**src/design/cmc_pkg.sv**
```systemverilog
// ----------------------------------------------------------------------------
// cmc_pkg: shared types and constants of the column mean centroid block
// Holds the transfer payload structs, the divider request and response, and
// the widths of the column sums and the row counter.
// ----------------------------------------------------------------------------
package cmc_pkg;

    localparam int MAX_COLS      = 16;
    localparam int COL_IDX_W     = $clog2(MAX_COLS);
    localparam int COL_CNT_W     = 5;
    localparam int MAX_ROWS_LOG2 = 20;
    localparam int ROW_CNT_W     = MAX_ROWS_LOG2 + 1;
    localparam int SAMPLE_BITS   = 24;
    localparam int SUM_W         = 44;
    localparam int DIV_STEP_W    = $clog2(SUM_W);
    localparam logic [COL_CNT_W-1:0] COL_COUNT_RESET = COL_CNT_W'(15);

    typedef logic [COL_CNT_W-1:0] col_count_t;

    typedef struct packed {
        logic signed [SAMPLE_BITS-1:0] sample;
        logic                          final_row;
    } in_item_t;

    typedef struct packed {
        logic [COL_IDX_W-1:0]          column_index;
        logic signed [SAMPLE_BITS-1:0] mean;
        logic                          overflow;
        logic                          last;
    } out_item_t;

    typedef struct packed {
        logic                    start;
        logic signed [SUM_W-1:0] dividend;
        logic [ROW_CNT_W-1:0]    divisor;
    } div_req_t;

    typedef struct packed {
        logic                          busy;
        logic                          done;
        logic signed [SAMPLE_BITS-1:0] quotient;
    } div_rsp_t;

endpackage

```
**src/design/cmc_divider.sv**
```systemverilog
// ----------------------------------------------------------------------------
// cmc_divider: iterative signed divider, one quotient bit per cycle
// Divides a signed column sum by the unsigned row count with restoring
// division on the magnitude, truncating toward zero. The result is held
// with done high until the next start.
// ----------------------------------------------------------------------------
module cmc_divider (
    input  logic              clk,
    input  logic              rst_n,
    input  cmc_pkg::div_req_t req,
    output cmc_pkg::div_rsp_t rsp
);
    import cmc_pkg::*;

    typedef enum logic {
        ST_IDLE,
        ST_RUN
    } div_state_t;

    div_state_t              state_reg, state_next;
    logic                    done_reg, done_next;
    logic [DIV_STEP_W-1:0]   step_reg, step_next;
    logic [SUM_W-1:0]        mag_reg, mag_next;
    logic [ROW_CNT_W-1:0]    rem_reg, rem_next;
    logic [ROW_CNT_W-1:0]    divisor_reg, divisor_next;
    logic                    neg_reg, neg_next;
    logic [ROW_CNT_W:0]      trial;
    logic                    fits;
    logic [SUM_W-1:0]        q_full;

    // Shift the next dividend bit into the partial remainder and compare
    assign trial = {rem_reg, mag_reg[SUM_W-1]};
    assign fits  = trial >= {1'b0, divisor_reg};

    always_comb
    begin
        state_next   = state_reg;
        done_next    = done_reg;
        step_next    = step_reg;
        mag_next     = mag_reg;
        rem_next     = rem_reg;
        divisor_next = divisor_reg;
        neg_next     = neg_reg;
        case (state_reg)
            ST_IDLE:
            begin
                if (req.start)
                begin
                    neg_next     = req.dividend[SUM_W-1];
                    mag_next     = req.dividend[SUM_W-1] ? (SUM_W'(0) - SUM_W'(req.dividend))
                                                         : SUM_W'(req.dividend);
                    rem_next     = '0;
                    step_next    = '0;
                    divisor_next = req.divisor;
                    done_next    = 1'b0;
                    state_next   = ST_RUN;
                end
            end
            ST_RUN:
            begin
                // Restore or keep the remainder, shift in the quotient bit
                rem_next  = fits ? ROW_CNT_W'(trial - {1'b0, divisor_reg})
                                 : trial[ROW_CNT_W-1:0];
                mag_next  = {mag_reg[SUM_W-2:0], fits};
                step_next = step_reg + DIV_STEP_W'(1);
                if (step_reg == DIV_STEP_W'(SUM_W - 1))
                begin
                    done_next  = 1'b1;
                    state_next = ST_IDLE;
                end
            end
            default:
            begin
                state_next = ST_IDLE;
            end
        endcase
    end

    // Hold sequencer state and the done flag
    always_ff @(posedge clk or negedge rst_n)
    begin
        if (!rst_n)
        begin
            state_reg <= ST_IDLE;
            done_reg  <= 1'b0;
            step_reg  <= '0;
        end
        else
        begin
            state_reg <= state_next;
            done_reg  <= done_next;
            step_reg  <= step_next;
        end
    end

    // Hold the datapath
    always_ff @(posedge clk)
    begin
        mag_reg     <= mag_next;
        rem_reg     <= rem_next;
        divisor_reg <= divisor_next;
        neg_reg     <= neg_next;
    end

    // Apply the sign to the magnitude quotient
    assign q_full       = neg_reg ? (SUM_W'(0) - mag_reg) : mag_reg;
    assign rsp.quotient = q_full[SAMPLE_BITS-1:0];
    assign rsp.done     = done_reg;
    assign rsp.busy     = (state_reg == ST_RUN);

endmodule

```
**src/design/column_mean_centroid_top.sv**
```systemverilog
// ----------------------------------------------------------------------------
// column_mean_centroid_top: per-column mean of a set of vectors
// Accumulates row-major samples into one wide sum per column and, at the end
// of a set, divides each sum by the row count and streams out the means.
// ----------------------------------------------------------------------------
// Usage:
//   in_*  : one Q8.16 sample per transfer, row-major; final_row on the element
//           that ends a row marks that row as the last of the set.
//   out_* : one mean per column in column order, last set on the final one,
//           overflow set if rows beyond 2^20 were dropped from the set.
//   cfg_* : column_count, columns per row (0 acts as 1, above 16 as 16).
//           Always ready; write it only while the block is idle.
// Sequence:
//   Each sample is captured in ST_IDLE, then read, added and written back to
//   its column sum in ST_ACC. in_stall is high during ST_ACC.
//   At the end of a set each column runs through the shared bit-serial
//   divider: a start state, one step for each of the 44 quotient bits, then
//   the load of the output register.
// Reset clears all sums, the row count and the column position, and sets
// column_count to 15. A stalled output holds its mean; the sequencer waits
// before loading the next one. No memory clearing pass is needed.
// ----------------------------------------------------------------------------
module column_mean_centroid_top (
    input  logic                clk,
    input  logic                rst_n,
    input  logic                in_valid,
    output logic                in_stall,
    input  cmc_pkg::in_item_t   in_data,
    output logic                out_valid,
    input  logic                out_stall,
    output cmc_pkg::out_item_t  out_data,
    input  logic                cfg_valid,
    output logic                cfg_ready,
    input  cmc_pkg::col_count_t cfg_data
);
    import cmc_pkg::*;

    typedef enum logic [1:0] {
        ST_IDLE,
        ST_ACC,
        ST_DIV_START,
        ST_DIV_WAIT
    } seq_state_t;

    localparam logic [ROW_CNT_W-1:0] ROW_LIMIT = ROW_CNT_W'(1) << MAX_ROWS_LOG2;

    seq_state_t              state_reg, state_next;
    col_count_t              col_count_reg, col_count_next;
    logic [COL_IDX_W-1:0]    pos_reg, pos_next;
    logic [COL_IDX_W-1:0]    div_col_reg, div_col_next;
    logic [ROW_CNT_W-1:0]    row_count_reg, row_count_next;
    logic                    dropped_reg, dropped_next;
    logic [MAX_COLS-1:0]     sum_valid_reg, sum_valid_next;
    logic                    out_valid_reg, out_valid_next;
    out_item_t               out_data_reg, out_data_next;
    in_item_t                item_reg;

    logic signed [SUM_W-1:0] sums [MAX_COLS];
    logic [COL_IDX_W-1:0]    sum_addr;
    logic signed [SUM_W-1:0] sum_rd;
    logic signed [SUM_W-1:0] sum_wdata;
    logic                    sum_we;

    col_count_t              cols_eff;
    logic                    row_open;
    logic                    row_end;
    logic                    col_end;
    logic                    out_free;
    logic                    out_load;
    logic                    in_xfer;
    div_req_t                div_req;
    div_rsp_t                div_rsp;

    assign in_xfer   = in_valid && !in_stall;
    assign in_stall  = (state_reg != ST_IDLE);
    assign cfg_ready = 1'b1;

    // Clamp the configured column count to the supported range
    always_comb
    begin
        if (col_count_reg == '0)
            cols_eff = COL_CNT_W'(1);
        else if (col_count_reg > COL_CNT_W'(MAX_COLS))
            cols_eff = COL_CNT_W'(MAX_COLS);
        else
            cols_eff = col_count_reg;
    end

    // Read one column sum; an entry never written this set reads as zero
    assign sum_addr  = (state_reg == ST_ACC) ? pos_reg : div_col_reg;
    assign sum_rd    = sum_valid_reg[sum_addr] ? sums[sum_addr] : '0;
    assign row_open  = (row_count_reg < ROW_LIMIT);
    assign sum_wdata = sum_rd + SUM_W'(item_reg.sample);
    assign sum_we    = (state_reg == ST_ACC) && row_open;
    assign row_end   = ({1'b0, pos_reg} + COL_CNT_W'(1)) >= cols_eff;
    assign col_end   = ({1'b0, div_col_reg} + COL_CNT_W'(1)) == cols_eff;
    assign out_free  = !out_valid_reg || !out_stall;
    assign out_load  = (state_reg == ST_DIV_WAIT) && div_rsp.done && out_free;

    // Drive the shared divider
    assign div_req.start    = (state_reg == ST_DIV_START);
    assign div_req.dividend = sum_rd;
    assign div_req.divisor  = row_count_reg;

    cmc_divider u_divider (
        .clk   (clk),
        .rst_n (rst_n),
        .req   (div_req),
        .rsp   (div_rsp)
    );

    // Sequence accumulation and the end-of-set divisions
    always_comb
    begin
        state_next     = state_reg;
        col_count_next = col_count_reg;
        pos_next       = pos_reg;
        div_col_next   = div_col_reg;
        row_count_next = row_count_reg;
        dropped_next   = dropped_reg;
        sum_valid_next = sum_valid_reg;
        out_valid_next = out_valid_reg && out_stall;
        out_data_next  = out_data_reg;

        if (cfg_valid && cfg_ready)
            col_count_next = cfg_data;

        case (state_reg)
            ST_IDLE:
            begin
                if (in_xfer)
                    state_next = ST_ACC;
            end
            ST_ACC:
            begin
                if (row_open)
                    sum_valid_next[pos_reg] = 1'b1;
                else
                    dropped_next = 1'b1;
                if (!row_end)
                begin
                    pos_next   = pos_reg + COL_IDX_W'(1);
                    state_next = ST_IDLE;
                end
                else
                begin
                    pos_next = '0;
                    if (row_open)
                        row_count_next = row_count_reg + ROW_CNT_W'(1);
                    if (item_reg.final_row)
                    begin
                        div_col_next = '0;
                        state_next   = ST_DIV_START;
                    end
                    else
                    begin
                        state_next = ST_IDLE;
                    end
                end
            end
            ST_DIV_START:
            begin
                state_next = ST_DIV_WAIT;
            end
            ST_DIV_WAIT:
            begin
                if (out_load)
                begin
                    out_valid_next             = 1'b1;
                    out_data_next.column_index = div_col_reg;
                    out_data_next.mean         = div_rsp.quotient;
                    out_data_next.overflow     = dropped_reg;
                    out_data_next.last         = col_end;
                    if (col_end)
                    begin
                        // Clear the set for the next one
                        sum_valid_next = '0;
                        row_count_next = '0;
                        dropped_next   = 1'b0;
                        state_next     = ST_IDLE;
                    end
                    else
                    begin
                        div_col_next = div_col_reg + COL_IDX_W'(1);
                        state_next   = ST_DIV_START;
                    end
                end
            end
            default:
            begin
                state_next = ST_IDLE;
            end
        endcase
    end

    // Hold sequencer state and registered outputs
    always_ff @(posedge clk or negedge rst_n)
    begin
        if (!rst_n)
        begin
            state_reg     <= ST_IDLE;
            col_count_reg <= COL_COUNT_RESET;
            pos_reg       <= '0;
            div_col_reg   <= '0;
            row_count_reg <= '0;
            dropped_reg   <= 1'b0;
            sum_valid_reg <= '0;
            out_valid_reg <= 1'b0;
        end
        else
        begin
            state_reg     <= state_next;
            col_count_reg <= col_count_next;
            pos_reg       <= pos_next;
            div_col_reg   <= div_col_next;
            row_count_reg <= row_count_next;
            dropped_reg   <= dropped_next;
            sum_valid_reg <= sum_valid_next;
            out_valid_reg <= out_valid_next;
        end
    end

    // Capture the input item and the output payload
    always_ff @(posedge clk)
    begin
        if (in_xfer)
            item_reg <= in_data;
        out_data_reg <= out_data_next;
    end

    // Write back the column sum
    always_ff @(posedge clk)
    begin
        if (sum_we)
            sums[pos_reg] <= sum_wdata;
    end

    assign out_valid = out_valid_reg;
    assign out_data  = out_data_reg;

    // The row count never passes the row limit
    a_row_limit: assert property (@(posedge clk) disable iff (!rst_n)
        row_count_reg <= ROW_LIMIT)
        else $error("row count beyond limit");

    // Loading the last mean of a set leaves the set cleared
    a_set_clear: assert property (@(posedge clk) disable iff (!rst_n)
        (out_load && col_end) |=> (row_count_reg == '0 && sum_valid_reg == '0))
        else $error("set not cleared after last mean");

    // The divider is only started while it is not running
    a_div_start: assert property (@(posedge clk) disable iff (!rst_n)
        div_req.start |-> !div_rsp.busy)
        else $error("divider started while busy");

    // A pending output is never overwritten before its transfer
    a_out_hold: assert property (@(posedge clk) disable iff (!rst_n)
        (out_valid_reg && out_stall) |-> !out_load)
        else $error("output overwritten while stalled");

endmodule

```
**config.mk**
```make
export PLATFORM = sky130hd
export DESIGN_NAME = column_mean_centroid_top
export DESIGN_NICKNAME = d
export VERILOG_FILES = /design/src/design/cmc_pkg.sv /design/src/design/cmc_divider.sv /design/src/design/column_mean_centroid_top.sv
export SDC_FILE = /design/constraint.sdc
export NUM_CORES = 1
export LEC_CHECK = 0
export ABC_AREA = 1
export ABC_CLOCK_PERIOD_IN_PS = 4400
export BUFFER_PORTS_ARGS = -buffer_cell sky130_fd_sc_hd__buf_2
export CAP_MARGIN = 40
export CORE_UTILIZATION = 25
export DETAILED_ROUTE_END_ITERATION = 8
export GPL_TIMING_DRIVEN = 0
export PLACE_DENSITY_LB_ADDON = 0.08
export SYNTH_ARGS = -nofsm -noshare
export SYNTH_HDL_FRONTEND = slang
export SYNTH_SLANG_ARGS = --single-unit
```
**constraint.sdc**
```tcl
create_clock -name clk -period 4.4 [get_ports clk]
set_input_delay 0 -clock clk [delete_from_list [all_inputs] [get_ports clk]]
set_output_delay 0 -clock clk [all_outputs]
set_load 0.02 [all_outputs]
```
==> run_results.csv, run 1 <==
group,metric,value,unit
floorplanning,io_pins,68,
layout,drive_gt1_frac,0.2119,
timing,finalHoldWorstSlack,0.06246,ns
layout,largest_reg_flops,704,
timing,setup_viol,169,
placed_design,dpl.hpwl,111.4,mm
setup_path,crit_fanout,8,
synthesis,yosysTopAreaCellShare,0.6046,
detailed_routing,firstDrtPassIters,5,
synthesis,ys_warn_count,0,
layout,diodes,0,
detailed_routing,vias,31540,
clock_network,cts-root-buf,"clkbuf_16",
layout,fillers,16778,
global_routing,grt_pass1_wl,228.5,mm
floorplanning,die_area,169700,um2
timing,max_freq,218.5,MHz
synthesis,synthSimpleGateAreaFrac,0.2223,
placed_design,placed_area,47270,um2
timing,fin_crit_sh,1.040,
synthesis,yosysTopAreaCell,"edfxtp_1",
setup_path,crit_arrival,5.04,ns
detailed_routing,vias_per_cell,4.638,
clock_network,cts_max_level,3,
floorplanning,core-area,167000,um2
floorplanning,die_width,412.0,um
clock_network,clock_path_buffers,3,
synthesis,yosys.cell_count.top_type,"nand2_1",
synthesis,synthAdderAreaFrac,0.02418,
detailed_routing,ant_nets,0,
synthesis,synth_top_family_by_area,"simple AND/OR/NAND/NOR gates",
detailed_routing,drt_iter0_drc,2317,
floorplanning,num_rows,150,
timing,relSlewSlack,0.1153,
global_routing,gr-usage-all-layers,0.1866,
timing,min_period,4.577,ns
placed_design,io_buffers,65,
timing,worstMarginPinSlew,1.327,ns
timing,hold_viol,0,
synthesis,synth-edff-count,846,
clock_network,cts-buffers-inserted,107,
synthesis,synth_nets,4137,
clock_network,insertion_delay,0.74,ns
synthesis,yosys_most_used_dff,"edfxtp_1",
job,max_cap_viol_count,0,
worst_hold_path,hp-class,"in -> reg",
synthesis,syn_inst,4022,
synthesis,yosysSeqAreaShare,0.6416,
setup_path,cp-start-kind,"register",
synthesis,avgSynthCellArea,10.45,um2
timing,slew_violations,0,
detailed_routing,routed_wirelength,161.8,mm
clock_network,clock-sinks,908,
status,status,"finished, violations left",
synthesis,ys_ff_latch,908,
detailed_routing,drc_errors,0,
setup_path,crit_type,"reg -> reg",
clock_network,cts_tree,"built",
timing,setup_ws,-0.1771,ns
synthesis,synth_compound_area_frac,0.04773,
timing,fin_skew,0.03992,ns
synthesis,yosys-top-cells-area,"edfxtp_1 (60%), nand2_1 (11%), nand3_1 (8.3%), dfrtp_1 (3.5%), ha_1 (2.3%)",
synthesis,yosysUniqueCellTypes,53,
clock_network,clkTransAtPathRegs,0.06,ns
placed_design,routabilityCongestion,0.8296,
synthesis,synth-xor-area-share,0.02168,
floorplanning,die_h,412.0,um
detailed_routing,detail_route.wl_per_cell,23.80,um
global_routing,grt_max_degree,57,
floorplanning,start_util,0.2516,
synthesis,syn-cell-area,42020,um2
global_routing,grt_pass1_vias,31010,
global_routing,antenna_found_initial,0,
setup_path,endpoint_kind,"register",
global_routing,grt.overflow.total,0,
synthesis,synth_common_cells,"nand2_1 (1,180), edfxtp_1 (846), nand3_1 (698)",
synthesis,ys_async_sr_fraction,0.06828,
status,violations,"setup timing",
timing,rsz0062_at_grt,"true",
layout,areaGrowthSynthToFinish,33.18,%
synthesis,synthMuxAreaShare,0.0002680,
layout,layout.nets,4620,
layout,finalInstanceArea,55960,um2
setup_path,required,4.87,ns
-- area by class of cell --
class                      count  area [um2]  area share
sequential                   908       26960      0.4819
tap                         2204        2758     0.04928
clock buffer                 143        2917     0.05212
clock inverter                57       462.9    0.008273
inverter                     210       830.8     0.01485
timing repair buffer         374        4375     0.07819
multi-input combinational   2721       15520      0.2774
buffer                       182        2120     0.03788
timing repair inverter         1       11.26   0.0002012
-- cell usage in the layout, fill, tap and decap left out, types with 39 or more instances in the layout --
cell / count
inv_1: 187
dlygate4sd3_1: 69
nor2_1: 142
a21oi_1: 96
buf_4: 122
clkbuf_1: 52
nand2_2: 39
buf_2: 74
nor2_4: 46
ha_1: 39
buf_6: 69
nand3_1: 670
xor2_1: 42
nand2_1: 1117
dfrtp_1: 55
clkbuf_16: 122
o21ai_0: 100
buf_8: 63
edfxtp_1: 846
buf_12: 88
-- through the flow --
step	setup WS (ns)	cells	utilization	setup TNS [ns]
floorplan	0.01911	4022	-	0
global placement	-3.772	6291	0.2701	-3924.44
detailed placement	-2.385	6399	0.2830	-895.08
CTS	-0.4338	6712	0.3188	-77.92
global route	-0.3562	6800	0.3350	-71.74
finish	-0.1771	6800	0.3350	-14.54
-- worst paths after layout --
| check | from | endpoint | slack [ns] | cells past startpoint |
|---|---|---|---|---|
| max in group asynchronous | rst_n | div_col_reg[0]$_DFFE_PN0P_ | 3.76 | 4 |
| max | state_reg[1]$_DFFE_PN0P_ | sums[15][43]$_DFFE_PP_ | -0.18 | 27 |
| min | in_data[1] | item_reg[1]$_DFFE_PP_ | 0.06 | 2 |
| min in group asynchronous | rst_n | col_count_reg[4]$_DFFE_PN0P_ | 0.37 | 4 |
| max reg2reg | state_reg[1]$_DFFE_PN0P_ | sums[15][43]$_DFFE_PP_ | -0.18 | 27 |
| min reg2reg | row_count_reg[10]$_DFFE_PN0P_ | u_divider.divisor_reg[10]$_DFFE_PP_ | 0.45 | 0 |
-- critical path, stage by stage, from the launching register on --
cell,delay [ns]
dfrtp_1,0.42
inv_4,0.13
nand2_8,0.10
buf_8,0.15
nand2_1,0.11
o21ai_4,0.08
buf_12,0.15
inv_4,0.09
clkbuf_8,0.18
buf_12,0.16
buf_4,0.17
buf_8,0.15
nand2_1,0.11
nand2_4,0.13
inv_1,0.08
nor2_4,0.15
ha_4,0.25
nand2_1,0.15
nor2_4,0.07
inv_1,0.11
nor2_4,0.06
a2111oi_4,0.34
nand3_1,0.14
buf_6,0.16
a21oi_4,0.22
xor2_4,0.10
buf_12,0.17
clkbuf_16,0.16
-- timing repair --
item	in CTS	in global routing
gates resized for setup	409	394
hold buffers	70	0
pin swaps	34	82
setup endpoints to repair	663	505
buffers inserted	42	71
cloned	2	15
hold endpoints to repair	149	0
-- routing by layer --
layer | global-route usage | vias to the layer above | share of wire
met5 | 0 | - | 0
li1 | - | 15007 | -
met4 | 0.04061 | 0 | 0.018
met2 | 0.3095 | 583 | 0.47
met3 | 0.02365 | 161 | 0.038
met1 | 0.2588 | 15789 | 0.47
-- kinds of logic after synthesis --
logic type	after synthesis
compound gates	355
mux	1
xor+xnor	104
other cells	1
fa+ha+maj	80
simple gates	2180
buf+inv	393
flops	908
Power of run 1 is not shown: default switching activity piles up to over one toggle a cycle in this logic, so the estimate is an artifact.
==> run 2, diff against run 1 <==
Settings changed: CORE_ASPECT_RATIO from default to 1.2, CORE_UTILIZATION 25 to 26.
==> run 2 against run 1 <==
Against the previous run: the flow still finishes with violations (setup timing); first-iteration DRC count down 10%; clock-buffer cell count is 17 lower; die area fell by 3.8%; hold slack worse by 0.0076 ns; cell count fell by 2.6%; global-route usage rose by 0.79 points; clock skew up 0.0017 ns; critical path depth shrank 3; utilization increased by 0.12 points; sequential share of layout area is 1.8 points higher; register-to-register slack worse by 0.11 ns; wire length down 1.1%; largest cell class unchanged.
==> run_results.csv, run 2 (synthesized netlist as in run 1, its figures left out) <==
group,metric,value,unit
layout,finalInstanceArea,53910,um2
floorplanning,die_width,369.0,um
floorplanning,start_util,0.2620,
setup_path,rr_worst_depth,24,
global_routing,grt_pass1_vias,31262,
worst_hold_path,min_from,"in_data[5]",
worst_hold_path,hp-class,"in -> reg",
setup_path,cpMaxStageDelayCell,"dfrtp_1",
setup_path,required,4.87,ns
clock_network,clock_path_buffers,3,
timing,relSlewSlack,0.3917,
setup_path,endpoint_kind,"register",
setup_path,cp_cell_sequence,"inv_2 > nand2_4 > clkbuf_16 > o21ai_4 > buf_12 > clkinvlp_4 > buf_12 > buf_4 > buf_6 > nand3_1 > nand2_2 > nor2_4 > ha_2 > a21oi_1 > inv_1 > a31oi_2 > o21ai_2 > a2111oi_4 > nand3_1 > buf_4 > a21oi_4 > xor2_4 > buf_12 > bufbuf_16",
floorplanning,die_area,163200,um2
setup_path,r2r_end,"sums[5][43]$_DFFE_PP_",
detailed_routing,drt_iter0_drc,2074,
timing,hold_viol,0,
worst_hold_path,holdPathStages,2,
global_routing,grt_use_met2,0.3380,
layout,areaGrowthSynthToFinish,28.31,%
global_routing,grt_use_met1,0.2614,
worst_hold_path,hold_end,"item_reg[5]$_DFFE_PP_",
setup_path,crit_arrival,5.16,ns
placed_design,io_buffers,65,
layout,largest_reg_flops,704,
floorplanning,core-area,160300,um2
floorplanning,die_h,442.4,um
clock_network,cts-root-buf,"clkbuf_16",
layout,diodes,0,
floorplanning,num_rows,161,
detailed_routing,routed_wirelength,160.1,mm
setup_path,reg2reg_from,"state_reg[1]$_DFFE_PN0P_",
timing,setup_viol,154,
clock_network,clkTransAtPathRegs,0.06,ns
detailed_routing,vias,31133,
timing,worstMarginPinSlew,0.9094,ns
setup_path,cpPeakStageDelay,0.38,ns
global_routing,grt_pass1_wl,229.3,mm
timing,min_period,4.689,ns
detailed_routing,vias_per_cell,4.701,
timing,fin_skew,0.04166,ns
global_routing,gr-usage-all-layers,0.1945,
timing,rsz0062_at_grt,"true",
placed_design,place_inst,6316,
placed_design,dpl.hpwl,112.6,mm
timing,setup_ws,-0.2892,ns
status,violations,"setup timing",
layout,layout.nets,4541,
global_routing,grt.overflow.total,0,
timing,slew_violations,0,
job,max_cap_viol_count,0,
layout,final_common_cell,"nand2_1",
detailed_routing,ant_nets,0,
placed_design,placed_area,47240,um2
clock_network,insertion_delay,0.73,ns
clock_network,cts-buffers-inserted,101,
timing,max_freq,213.3,MHz
clock_network,cts_tree,"built",
detailed_routing,detail_route.wl_per_cell,24.17,um
setup_path,crit_fanout,10,
placed_design,routabilityCongestion,0.8209,
global_routing,antenna_found_initial,0,
layout,multi_input_area,14990,um2
status,status,"finished, violations left",
setup_path,crit_buf_inv,11,
detailed_routing,drc_errors,0,
global_routing,busiest_layer,"met2",
setup_path,crit_type,"reg -> reg",
layout,drive_gt1_frac,0.1776,
clock_network,clock-sinks,908,
floorplanning,io_pins,68,
global_routing,grt_max_degree,54,
global_routing,grtUsageMet3,0.01772,
detailed_routing,firstDrtPassIters,7,
timing,fin_crit_sh,1.066,
setup_path,cp-start-kind,"register",
layout,fillers,16310,
setup_path,crit_top_cell,"buf_12",
setup_path,r2r_setup_slack,-0.29,ns
clock_network,cts_max_level,3,
layout,final_cell_mix,"nand2_1 (1,139), edfxtp_1 (846), nand3_1 (685)",
layout,fin_cells,6623,
layout,regArea,26960,um2
setup_path,crit_family,"buffers and inverters",
run 2: worst max-delay path by stage:
| stage | to | slack (ns) | cells past startpoint | from |
|---|---|---|---|---|
| 2_1_floorplan | sums[0][31]$_DFFE_PP_ | 0.02 | 23 | state_reg[0]$_DFFE_PN0P_ |
| 3_3_place_gp | sums[0][43]$_DFFE_PP_ | -3.79 | 19 | state_reg[1]$_DFFE_PN0P_ |
| 3_5_place_dp | sums[10][35]$_DFFE_PP_ | -2.65 | 22 | state_reg[1]$_DFFE_PN0P_ |
| 4_1_cts | sums[4][42]$_DFFE_PP_ | -0.60 | 25 | div_col_reg[0]$_DFFE_PN0P_ |
| 5_1_grt | sums[10][40]$_DFFE_PP_ | -0.49 | 29 | state_reg[1]$_DFFE_PN0P_ |
| 6_report | sums[5][43]$_DFFE_PP_ | -0.29 | 24 | state_reg[1]$_DFFE_PN0P_ |
run 2: cell type report:
cell class                 instances  share of cell area
clock inverter                    55            0.008563
timing repair buffer             303             0.06616
inverter                         210             0.01511
clock buffer                     126             0.04899
buffer                           181             0.03386
multi-input combinational       2721              0.2780
tap                             2119             0.04918
sequential                       908              0.5001
run 2: repair_timing:
item                                    CTS  global route
resized for setup                       376           226
gates cloned                              1             3
hold buffers                             67             0
buffers inserted                         45            12
endpoints found under the setup margin  686           520
pin swaps                                28            29
hold endpoints to repair                149             0
run 2: through the flow:
step	hold WS [ns]	setup slack (ns)	setup TNS [ns]	util
floorplan	-0.2956	0.01911	0	-
global placement	0.1792	-3.788	-3950.26	0.2807
detailed placement	-0.1317	-2.655	-1007.83	0.2946
CTS	0.003143	-0.6022	-80.13	0.3292
global route	0.05122	-0.4882	-83.41	0.3362
finish	0.05482	-0.2892	-18.96	0.3362
run 2: layer usage:
metal,vias up,share of wire
li1,14811,-
met1,15595,0.45
met2,580,0.49
met3,147,0.034
met4,0,0.019
met5,-,0
Power of run 2 is left out for the same reason.
